===== src/hw/rtl/isso_pkg.sv =====
package isso_pkg;

   // Field widths
   localparam int FUNC_W     = 2;
   localparam int SAMPLE_W   = 12;
   localparam int SEL_W      = 3;
   localparam int CHAN_W     = 5;
   localparam int AVG_W      = 14;
   localparam int ACT_W      = 3;
   localparam int CSR_ADDR_W = 3;

   // Channel registers, one per front sensor
   localparam int CHAN_REGS  = 5;
   localparam int SAMPLE_MAX = 4095;

   // Parameter defaults
   localparam int OVERSAMPLE_DEF   = 32;
   localparam int SENSOR_COUNT_DEF = 5;

   localparam logic [CHAN_W-1:0] CHAN_RESET [CHAN_REGS] =
      '{5'd10, 5'd12, 5'd11, 5'd13, 5'd2};

   // Request kind on the input stream
   typedef enum logic [FUNC_W-1:0] {
      FUNC_EMIT   = 2'd0,
      FUNC_SAMPLE = 2'd1,
      FUNC_DONE   = 2'd2,
      FUNC_READ   = 2'd3
   } func_type;

   // Operation handed from the front to the back
   typedef enum logic [1:0] {
      OP_EMIT,
      OP_CONVERT,
      OP_ACCUM,
      OP_READ
   } op_type;

   // Result kind on the output stream
   typedef enum logic [ACT_W-1:0] {
      ACT_EMIT_ON  = 3'd1,
      ACT_CONVERT  = 3'd2,
      ACT_EMIT_OFF = 3'd3,
      ACT_READ     = 3'd4
   } action_type;

   // Classified request as queued between front and back
   typedef struct packed {
      op_type              op;
      logic [SAMPLE_W-1:0] sample;
      logic [SEL_W-1:0]    idx;
   } item_type;

endpackage


===== src/hw/rtl/isso_front.sv =====
module isso_front
   import isso_pkg::*;
(
   input  logic                clock,
   input  logic                reset,
   input  logic                in_valid,
   output logic                in_ready,
   input  logic [FUNC_W-1:0]   in_func,
   input  logic [SAMPLE_W-1:0] in_sample,
   input  logic [SEL_W-1:0]    in_idx,
   output logic                out_valid,
   input  logic                out_ready,
   output item_type            out_item
);

   logic     valid_ff;
   item_type item_ff;
   item_type item_in;

   // Classify the request kind
   always_comb begin
      item_in.sample = in_sample;
      item_in.idx    = in_idx;
      unique case (func_type'(in_func))
         FUNC_EMIT:   item_in.op = OP_EMIT;
         FUNC_SAMPLE: item_in.op = OP_CONVERT;
         FUNC_DONE:   item_in.op = OP_ACCUM;
         FUNC_READ:   item_in.op = OP_READ;
         default:     item_in.op = OP_EMIT;
      endcase
   end

   assign in_ready  = !valid_ff || out_ready;
   assign out_valid = valid_ff;
   assign out_item  = item_ff;

   // Hold the classified request until the queue takes it
   always_ff @(posedge clock) begin
      if (reset) begin
         valid_ff <= 1'b0;
      end else if (in_ready) begin
         valid_ff <= in_valid;
      end
      if (in_ready && in_valid) begin
         item_ff <= item_in;
      end
   end

endmodule


===== src/hw/rtl/isso_queue.sv =====
module isso_queue
   import isso_pkg::*;
(
   input  logic     clock,
   input  logic     reset,
   input  logic     push_valid,
   output logic     push_ready,
   input  item_type push_item,
   output logic     pop_valid,
   input  logic     pop_ready,
   output item_type pop_item
);

   item_type   entry_ff [2];
   logic       wr_ptr_ff;
   logic       rd_ptr_ff;
   logic [1:0] count_ff;
   logic       push;
   logic       pop;

   assign push_ready = (count_ff != 2'd2);
   assign pop_valid  = (count_ff != 2'd0);
   assign pop_item   = entry_ff[rd_ptr_ff];
   assign push       = push_valid && push_ready;
   assign pop        = pop_valid && pop_ready;

   // Advance pointers and occupancy
   always_ff @(posedge clock) begin
      if (reset) begin
         wr_ptr_ff <= 1'b0;
         rd_ptr_ff <= 1'b0;
         count_ff  <= 2'd0;
      end else begin
         if (push) begin
            wr_ptr_ff <= !wr_ptr_ff;
         end
         if (pop) begin
            rd_ptr_ff <= !rd_ptr_ff;
         end
         case ({push, pop})
            2'b10:   count_ff <= count_ff + 2'd1;
            2'b01:   count_ff <= count_ff - 2'd1;
            default: count_ff <= count_ff;
         endcase
      end
      if (push) begin
         entry_ff[wr_ptr_ff] <= push_item;
      end
   end

endmodule


===== src/hw/rtl/isso_back.sv =====
module isso_back
   import isso_pkg::*;
#(
   parameter int OVERSAMPLE   = OVERSAMPLE_DEF,
   parameter int SENSOR_COUNT = SENSOR_COUNT_DEF
)
(
   input  logic                  clock,
   input  logic                  reset,
   input  logic                  csr_we,
   input  logic [CSR_ADDR_W-1:0] csr_addr,
   input  logic [CHAN_W-1:0]     csr_wdata,
   input  logic                  in_valid,
   output logic                  in_ready,
   input  item_type              in_item,
   output logic                  out_valid,
   input  logic                  out_ready,
   output logic [ACT_W-1:0]      out_action,
   output logic [SEL_W-1:0]      out_sel,
   output logic [CHAN_W-1:0]     out_chan,
   output logic [AVG_W-1:0]      out_avg,
   output logic [AVG_W-1:0]      out_read
);

   // Divide by OVERSAMPLE+1 as multiply by a rounded-up reciprocal; exact for
   // every dividend below 2**DIV_W.
   localparam int DIVISOR = OVERSAMPLE + 1;
   localparam int CNT_W   = $clog2(OVERSAMPLE + 1);
   localparam int SUM_W   = $clog2((OVERSAMPLE + 1) * SAMPLE_MAX + 1);
   localparam int DIV_W   = SUM_W + 2;
   localparam int SHIFT   = DIV_W + $clog2(DIVISOR);
   localparam logic [63:0] RECIP =
      ((64'd1 << SHIFT) + 64'(DIVISOR) - 64'd1) / 64'(DIVISOR);
   localparam int MUL_W   = DIV_W + 1;
   localparam int PROD_W  = (DIV_W + MUL_W > SHIFT + AVG_W) ? DIV_W + MUL_W
                                                            : SHIFT + AVG_W;

   // Channel registers
   logic [CHAN_W-1:0] chan_ff [CHAN_REGS];

   // Scan state
   logic [SEL_W-1:0] cur_ff,   cur_in;
   logic [CNT_W-1:0] count_ff, count_in;
   logic [SUM_W-1:0] sum_ff,   sum_in;

   // Execute stage
   logic              a_valid_ff;
   action_type        a_action_ff, a_action_in;
   logic [SEL_W-1:0]  a_sel_ff,    a_sel_in;
   logic [CHAN_W-1:0] a_chan_ff,   a_chan_in;
   logic [SUM_W-1:0]  a_sum_ff,    a_sum_in;

   // Output stage
   logic              o_valid_ff;
   logic [ACT_W-1:0]  o_action_ff;
   logic [SEL_W-1:0]  o_sel_ff;
   logic [CHAN_W-1:0] o_chan_ff;
   logic [AVG_W-1:0]  o_avg_ff,  o_avg_in;
   logic [AVG_W-1:0]  o_read_ff, o_read_in;

   // Stored averages
   logic [AVG_W-1:0] avg_ff [SENSOR_COUNT];

   logic              out_free;
   logic              a_move;
   logic              pop;
   logic [SUM_W-1:0]  sum_add;
   logic [CHAN_W-1:0] cur_chan;
   logic [SEL_W:0]    cur_next;
   logic [PROD_W-1:0] product;

   assign out_free = !o_valid_ff || out_ready;
   assign a_move   = a_valid_ff && out_free;
   assign in_ready = !a_valid_ff || out_free;
   assign pop      = in_valid && in_ready;

   // Write channel registers; indexes past the list are dropped
   always_ff @(posedge clock) begin
      if (reset) begin
         for (int i = 0; i < CHAN_REGS; i++) begin
            chan_ff[i] <= CHAN_RESET[i];
         end
      end else if (csr_we && (csr_addr < CSR_ADDR_W'(CHAN_REGS))) begin
         chan_ff[csr_addr] <= csr_wdata;
      end
   end

   // Look up the current sensor's channel
   assign cur_chan = (cur_ff < SEL_W'(CHAN_REGS)) ? chan_ff[cur_ff] : '0;
   assign sum_add  = sum_ff + SUM_W'(in_item.sample);
   assign cur_next = {1'b0, cur_ff} + (SEL_W + 1)'(1);

   // Execute one request against the scan state
   always_comb begin
      cur_in      = cur_ff;
      count_in    = count_ff;
      sum_in      = sum_ff;
      a_action_in = ACT_EMIT_ON;
      a_sel_in    = cur_ff;
      a_chan_in   = '0;
      a_sum_in    = sum_add;
      case (in_item.op)
         OP_EMIT: begin
            a_action_in = ACT_EMIT_ON;
         end
         OP_CONVERT: begin
            a_action_in = ACT_CONVERT;
            a_chan_in   = cur_chan;
         end
         OP_ACCUM: begin
            if (count_ff < CNT_W'(OVERSAMPLE)) begin
               count_in    = count_ff + CNT_W'(1);
               sum_in      = sum_add;
               a_action_in = ACT_CONVERT;
               a_chan_in   = cur_chan;
            end else begin
               count_in    = '0;
               sum_in      = '0;
               a_action_in = ACT_EMIT_OFF;
               if (cur_next >= (SEL_W + 1)'(SENSOR_COUNT)) begin
                  cur_in = '0;
               end else begin
                  cur_in = cur_next[SEL_W-1:0];
               end
            end
         end
         default: begin
            a_action_in = ACT_READ;
            a_sel_in    = in_item.idx;
         end
      endcase
   end

   always_ff @(posedge clock) begin
      if (reset) begin
         cur_ff     <= '0;
         count_ff   <= '0;
         sum_ff     <= '0;
         a_valid_ff <= 1'b0;
      end else begin
         if (pop) begin
            cur_ff   <= cur_in;
            count_ff <= count_in;
            sum_ff   <= sum_in;
         end
         if (in_ready) begin
            a_valid_ff <= in_valid;
         end
      end
      if (pop) begin
         a_action_ff <= a_action_in;
         a_sel_ff    <= a_sel_in;
         a_chan_ff   <= a_chan_in;
         a_sum_ff    <= a_sum_in;
      end
   end

   // Scale the finished sum by four and divide
   assign product = PROD_W'({a_sum_ff, 2'b00}) * PROD_W'(RECIP[MUL_W-1:0]);

   // Form the average and the read reply
   always_comb begin
      o_avg_in  = '0;
      o_read_in = '0;
      if (a_action_ff == ACT_EMIT_OFF) begin
         o_avg_in = product[SHIFT +: AVG_W];
      end
      if (a_action_ff == ACT_READ) begin
         for (int i = 0; i < SENSOR_COUNT; i++) begin
            if (a_sel_ff == SEL_W'(i)) begin
               o_read_in = avg_ff[i];
            end
         end
      end
   end

   // Store averages and register the result
   always_ff @(posedge clock) begin
      if (reset) begin
         o_valid_ff <= 1'b0;
         for (int i = 0; i < SENSOR_COUNT; i++) begin
            avg_ff[i] <= '0;
         end
      end else begin
         if (out_free) begin
            o_valid_ff <= a_valid_ff;
         end
         if (a_move && (a_action_ff == ACT_EMIT_OFF)) begin
            for (int i = 0; i < SENSOR_COUNT; i++) begin
               if (a_sel_ff == SEL_W'(i)) begin
                  avg_ff[i] <= o_avg_in;
               end
            end
         end
      end
      if (a_move) begin
         o_action_ff <= a_action_ff;
         o_sel_ff    <= a_sel_ff;
         o_chan_ff   <= a_chan_ff;
         o_avg_ff    <= o_avg_in;
         o_read_ff   <= o_read_in;
      end
   end

   assign out_valid  = o_valid_ff;
   assign out_action = o_action_ff;
   assign out_sel    = o_sel_ff;
   assign out_chan   = o_chan_ff;
   assign out_avg    = o_avg_ff;
   assign out_read   = o_read_ff;

endmodule


===== src/hw/rtl/ir_sensor_scan_oversample_avg_core.sv =====
// Path: a request passes through the front register, the two-entry queue, the
// execute stage and the output register before its response shows on the port.
// Throughput: one request per cycle while responses are taken without stall.
// Reset (synchronous, active high) empties all stages, restores the channel
// registers, and clears scan position, sample count, sum and stored averages.
module ir_sensor_scan_oversample_avg_core
   import isso_pkg::*;
#(
   parameter int OVERSAMPLE   = OVERSAMPLE_DEF,
   parameter int SENSOR_COUNT = SENSOR_COUNT_DEF
)
(
   input  logic                  clock,
   input  logic                  reset,
   // Configuration
   input  logic                  csr_we,
   input  logic [CSR_ADDR_W-1:0] csr_addr,
   input  logic [CHAN_W-1:0]     csr_wdata,
   // Requests
   input  logic                  req_tvalid,
   output logic                  req_tready,
   input  logic [15:0]           req_tdata,   // sample, sensor_index, zero fill
   input  logic [FUNC_W-1:0]     req_tuser,   // func
   // Responses
   output logic                  rsp_tvalid,
   input  logic                  rsp_tready,
   output logic [39:0]           rsp_tdata,   // sensor_sel, adc_channel,
                                              // average_value, read_value, zero fill
   output logic [ACT_W-1:0]      rsp_tuser    // action
);

   logic              f_valid;
   logic              f_ready;
   item_type          f_item;
   logic              q_valid;
   logic              q_ready;
   item_type          q_item;
   logic [SEL_W-1:0]  rsp_sel;
   logic [CHAN_W-1:0] rsp_chan;
   logic [AVG_W-1:0]  rsp_avg;
   logic [AVG_W-1:0]  rsp_read;

   // Accept and classify requests
   isso_front u_front (
      .clock     (clock),
      .reset     (reset),
      .in_valid  (req_tvalid),
      .in_ready  (req_tready),
      .in_func   (req_tuser),
      .in_sample (req_tdata[SAMPLE_W-1:0]),
      .in_idx    (req_tdata[SAMPLE_W +: SEL_W]),
      .out_valid (f_valid),
      .out_ready (f_ready),
      .out_item  (f_item)
   );

   // Decouple front and back
   isso_queue u_queue (
      .clock      (clock),
      .reset      (reset),
      .push_valid (f_valid),
      .push_ready (f_ready),
      .push_item  (f_item),
      .pop_valid  (q_valid),
      .pop_ready  (q_ready),
      .pop_item   (q_item)
   );

   // Scan, accumulate, average and answer reads
   isso_back #(
      .OVERSAMPLE   (OVERSAMPLE),
      .SENSOR_COUNT (SENSOR_COUNT)
   ) u_back (
      .clock      (clock),
      .reset      (reset),
      .csr_we     (csr_we),
      .csr_addr   (csr_addr),
      .csr_wdata  (csr_wdata),
      .in_valid   (q_valid),
      .in_ready   (q_ready),
      .in_item    (q_item),
      .out_valid  (rsp_tvalid),
      .out_ready  (rsp_tready),
      .out_action (rsp_tuser),
      .out_sel    (rsp_sel),
      .out_chan   (rsp_chan),
      .out_avg    (rsp_avg),
      .out_read   (rsp_read)
   );

   assign rsp_tdata = {4'b0000, rsp_read, rsp_avg, rsp_chan, rsp_sel};

endmodule


===== config.mk =====
export PLATFORM = sky130hd
export DESIGN_NAME = ir_sensor_scan_oversample_avg_core
export DESIGN_NICKNAME = d
export VERILOG_FILES = /design/src/hw/rtl/isso_pkg.sv /design/src/hw/rtl/isso_front.sv /design/src/hw/rtl/isso_queue.sv /design/src/hw/rtl/isso_back.sv /design/src/hw/rtl/ir_sensor_scan_oversample_avg_core.sv
export SDC_FILE = /design/constraint.sdc
export NUM_CORES = 1
export LEC_CHECK = 0
export BUFFER_PORTS_ARGS = -buffer_cell sky130_fd_sc_hd__buf_2
export CAP_MARGIN = 20
export CORE_ASPECT_RATIO = 0.75
export CORE_MARGIN = 5
export CORE_UTILIZATION = 50
export DETAILED_ROUTE_END_ITERATION = 10
export GPL_ROUTABILITY_DRIVEN = 0
export PLACE_DENSITY = 0.69
export SKIP_CTS_REPAIR_TIMING = 1
export SYNTH_ARGS = -nofsm -noshare
export SYNTH_HDL_FRONTEND = slang
export SYNTH_SLANG_ARGS = --single-unit

===== constraint.sdc =====
create_clock -name clock -period 8 [get_ports clock]
set_input_delay 0.8 -clock clock [delete_from_list [all_inputs] [get_ports clock]]
set_output_delay 0.8 -clock clock [all_outputs]
set_load 0.03 [all_outputs]

-- Yosys cells after proc, flatten, opt, wreduce, memory -nomap -nowiden
Memories as Yosys holds them, arrays and structs flattened. A register that Yosys moved wholly into a read port is not among the register bits.
Index checks and enable logic that the tools add are counted.
- memories kept: 3
- input port bits: 31
- register bits: 119
- ROM bits: 0
- word-level logic and storage cells: 133
- memory bits (writable): 129
- bits in latches: 0
- output and inout bits: 45
- memories (memory ; depth ; width ; read ports ; clocked after memory_dff ; write ports ; RTL line ; source):
    u_back.avg_ff ; 5 ; 14 ; 5 ; 0 ; 5 ; isso_back.sv:62 ; logic [AVG_W-1:0] avg_ff [SENSOR_COUNT];
    u_queue.entry_ff ; 2 ; 17 ; 1 ; 1 ; 1 ; isso_queue.sv:14 ; item_type entry_ff [2];
    u_back.chan_ff ; 5 ; 5 ; 1 ; 1 ; 5 ; isso_back.sv:39 ; logic [CHAN_W-1:0] chan_ff [CHAN_REGS];
- bitwise operators: 6
- $add $sub $neg: 5
- multiplexer cells: 56
- shifts and indexed selects: 0
- equality and inequality tests: 14
- multipliers: 1
- div/mod/pow operators: 0
- order comparisons: 4
- reduce and logical (&&, ||, !) cells: 23
- operators with widths (kind ; number):
    2-to-1 mux 14 bit ; 11
    multiplier 18 x 20 -> 37 bit, second input constant ; 1
    2-to-1 mux 1 bit ; 31
    adder 18 x 12 -> 18 bit ; 1
    2-to-1 mux 18 bit ; 1
    2-to-1 mux 3 bit ; 5
    2-to-1 mux 5 bit ; 3
    case mux 5 bit (2 select lines) ; 1
    == test 3 x 2 -> 1 bit, second input constant ; 3
    case mux 3 bit (3 select lines) ; 1
    == test 2 bit, second input constant ; 4
    case mux 2 bit (4 select lines) ; 1
    adder 6 x 1 -> 6 bit, second input constant ; 1
    == test 2 x 1 -> 1 bit, second input constant ; 3
    == test 3 bit, second input constant ; 2
    logical AND 1 bit ; 6
    < comparator 3 bit, second input constant ; 2
    < comparator 6 bit, second input constant ; 1
    2-to-1 mux 6 bit ; 1
    logical NOT 1 bit ; 5
    bitwise OR 1 bit ; 5
    OR reduction 5 bit ; 1
    adder 3 x 1 -> 4 bit, second input constant ; 1
    >= comparator 4 x 3 -> 1 bit, second input constant ; 1
    other kinds (13) ; 17

-- Logic depth before layout (Yosys ltp)
- depth in word-level cells: 8
- mapped depth: 20

-- Hierarchy
Synthesis repeated with hierarchy kept, for this count alone.
- cell total of the unflattened synthesis: 1244
- area total of the unflattened synthesis: 15581.2 µm²
- by module, submodules not included (module ; times used ; cells each ; area each (µm²)):
    isso_back ; 1 ; 1138 ; 13529.2
    isso_queue ; 1 ; 77 ; 1445.1
    isso_front ; 1 ; 24 ; 573.0
    ir_sensor_scan_oversample_avg_core ; 1 ; 5 ; 33.8

-- Worst setup path after synthesis
Ideal clock, no wire load.
- path kind: register -> register
- start point: register u_back.a_sum_ff[15]
- end point: memory u_back.avg_ff[0][11] (data pin)
- path buffers: 0
- required time: 7.721 ns
- stages on the path, launching flop included: 18
- path slack: 2.264 ns
- data arrival time: 5.457 ns
- clock period less this slack: 5.736 ns
- path through: edfxtp_1 > fa_1 > inv_1 > fa_1 > inv_1 > fa_1 > fa_1 > fa_1 > inv_1 > fa_1 > inv_1 > ha_1 > nand4_1 > or2_2 > nor4_1 > o21ai_0 > xor2_1 > nor2_1
- RTL lines (element ; RTL line ; source):
    start: declaration ; isso_back.sv:51 ; logic [SUM_W-1:0] a_sum_ff, a_sum_in;
    start signal: assignment ; isso_back.sv:154 ; a_sum_ff <= a_sum_in;
    end: declaration ; isso_back.sv:62 ;

==> results.cfg <==
[outcome]
run_status = complete, no violations

[critical_path]
slowest_stage = nor4_1
max_stage_delay_ns = 0.64
end_kind = flop
timing_worst_setup_path_type = reg2reg
cp.arrival_ns = 6.80
worstRegToRegCells = 17
reg2reg_to = u_back.avg_ff[0][67]
crit_chain = fa_1 -> inv_1 -> fa_1 -> inv_1 -> fa_1 -> fa_1 -> fa_1 -> inv_1 -> fa_1 -> inv_1 -> ha_1 -> nand4_1 -> or2_2 -> nor4_1 -> o21ai_0 -> xor2_1 -> nor2_1
startpoint_type = flop
reg2reg_slack_ns = 1.50
cpMostUsedCell = fa_1
crit_path_max_fanout = 6
rr_startpoint = u_back.a_sum_ff[15]
worstPathRequired_ns = 8.29

[yosys]
synthFlopType = edfxtp_1
ys_warn_count = 0
netlist_instances = 1264
synth_edf_count = 229
synth_top_cell_area_share = 0.439
synthDistinctLibCells = 65
synth.top_cells.by_count = 229 x edfxtp_1, 191 x inv_1, 137 x ha_1, 90 x nor2_1, 88 x fa_1
avgSynthCellArea_um2 = 12.4
yosysTopAreaCell = edfxtp_1
synthArstFlopShare = 0
syn_area_um2 = 15700
synth-seq-area-share = 0.488
yosysMostFrequentCell = edfxtp_1
ys_ff_latch = 267
synthTopCellsByArea = edfxtp_1 44%, fa_1 11%, ha_1 11%, dfxtp_1 4.9%, inv_1 4.6%

[grt]
grt-ovfl-total = 0
grtUsageTotal = 0.176
grt_start_max_net_pins = 44
grt_pass1_vias = 9467
grt_pass1_wl_mm = 49.9
antenna_found_initial = 0

[hold_path]
hold_depth = 0
worstHoldPathType = reg2reg
hp-start = u_back.a_chan_ff[1]
hold_end = u_back.out_chan[1]

[cells_and_area]
nFillCells = 2597
area_delta_synth_final_pct = 10.3
nets = 1603
regArea_um2 = 7640
diodes = 0
multiInputGateArea_um2 = 7220
drive_gt1_frac = 0.124

[timing]
setup_viol = 0
fin_crit_ns = 6.50
fin_tns_setup_ns = 0
max_freq_mhz = 154
hold_viol_final = 0
tightest_slew_ns = 1.00
rsz0062_at_grt = no
relSlewSlack = 0.329
period_share = 0.813
slew_viol_final = 0
worst_clock_skew_ns = 0.0137

[clocking]
cts_buffers = 25
cts_tree = done
cts_root_buf = clkbuf_16
clk_latency_ns = 0.52
clk_transition_reported_paths_ns = 0.07
ctsLongestPathBuffers = 3
cts_sinks = 267
ctsHtreeMaxLevel = 1

[die]
start_util = 0.504
core_area_um2 = 31000
pin_count = 76
row_count = 56
die_h_um = 163
die_x_um = 214
dieArea_um2 = 35000

[drt]
dr.pass1.iters = 5
drc_errors = 0
viasPerCell = 5.26
wl_per_cell_um = 17.0
drt_iter0_markers = 638
final_antenna_net_count = 0
routed_wirelength_mm = 30.0
routed-via-count = 9324

[job]
maxCapViolCount = 0

[place]
io_buffers = 70
dp_hpwl_mm = 22.8
==> cells in the final DEF (no fill, tap or decap), drive strengths merged, types with 14 or more instances in the layout <==
| cell | n |
|---|---|
| and2 | 20 |
| a21oi | 71 |
| nand4 | 14 |
| a21o | 19 |
| nand3 | 15 |
| mux2 | 14 |
| buf | 76 |
| clkbuf | 34 |
| nand2 | 49 |
| fa | 88 |
| edfxtp | 229 |
| conb | 19 |
| nor3 | 21 |
| xor2 | 20 |
| xnor2 | 17 |
| nor2 | 90 |
| dfxtp | 38 |
| nor2b | 21 |
| inv | 193 |
| o21ai | 29 |
| mux4 | 24 |
| mux2i | 14 |
| ha | 137 |
==> worst max-delay path, delay by kind of cell (launching register included) <==
family / cells / cell delay, ns
adders and majority gates: 7 / 3.60
and+or+nand+nor: 4 / 1.43
buffers and inverters: 4 / 0.26
AOI/OAI and AO/OA: 1 / 0.24
DFF: 1 / 0.53
xor gates and xnor gates: 1 / 0.20
==> kinds of logic after synthesis <==
family / share of synthesized area
XOR/XNOR: 0.0207
adder cells (fa/ha/maj): 0.222
other: 0.000240
flip-flops: 0.488
multiplexers: 0.0536
AND/OR/NAND/NOR: 0.0875
buffers and inverters: 0.0566
AO/OA/AOI/OAI: 0.0712
==> state kept, by name, indices dropped and copies added (netlist names), 2 cells and up, named ones only <==
| signal | cells |
|---|---|
| u_back.sum_ff | 18 |
| u_back.out_action | 3 |
| u_back.a_sel_ff | 3 |
| u_back.cur_ff | 3 |
| u_back.a_sum_ff | 18 |
| u_back.chan_ff | 40 |
| u_back.out_sel | 3 |
| u_back.a_chan_ff | 5 |
| u_back.avg_ff | 70 |
| u_queue.entry_ff | 34 |
| u_back.out_read | 14 |
| u_back.count_ff | 6 |
| u_front.out_item | 17 |
| u_back.a_action_ff | 3 |
| u_back.out_chan | 5 |
| u_back.out_avg | 14 |
| u_queue.count_ff | 2 |
==> stage by stage <==
| step | cells | utilization | setup WS [ns] | hold WS [ns] | area (um2) |
|---|---|---|---|---|---|
| after global placement | 1726 | 0.531 | 1.57 | 0.405 | 16500 |
| final | 1771 | 0.556 | 1.50 | 0.418 | 17300 |
| after floorplan | 1282 | - | 2.26 | 0.400 | 15700 |
| after detailed placement | 1726 | 0.531 | 1.53 | 0.405 | 16500 |
| after global routing | 1771 | 0.556 | 1.02 | 0.421 | 17300 |
| after CTS | 1771 | 0.556 | 1.49 | 0.419 | 17300 |
==> layer usage <==
layer | GRT usage | vias up | share of wire
li1 | - | 4551 | -
met1 | 0.268 | 4527 | 0.48
met2 | 0.275 | 216 | 0.45
met3 | 0.0306 | 30 | 0.060
met4 | 0.0260 | 0 | 0.012
met5 | 0 | - | 0
==> final cells by class <==
cell class,instances,share of cell area
timing repair buffer,76,0.0229
sequential,267,0.442
clock buffer,34,0.0405
inverter,192,0.0417
multi-input combinational,785,0.418
clock inverter,11,0.00500
tap,406,0.0294
==> worst max path at each step <==
stage                     cells after the start                 from                   end  slack (ns)
after floorplan                              17  u_back.a_sum_ff[15]  u_back.avg_ff[0][11]        2.26
after detailed placement                     17  u_back.a_sum_ff[15]  u_back.avg_ff[0][53]        1.53
after CTS                                    17  u_back.a_sum_ff[15]  u_back.avg_ff[0][53]        1.49
after global routing                         17  u_back.a_sum_ff[15]  u_back.avg_ff[0][67]        1.02
final                                        17  u_back.a_sum_ff[15]  u_back.avg_ff[0][67]        1.50
after global placement                       17  u_back.a_sum_ff[15]  u_back.avg_ff[0][39]        1.57
Power is not shown: default switching activity piles up to over one toggle a cycle in this logic, so the estimate is an artifact.
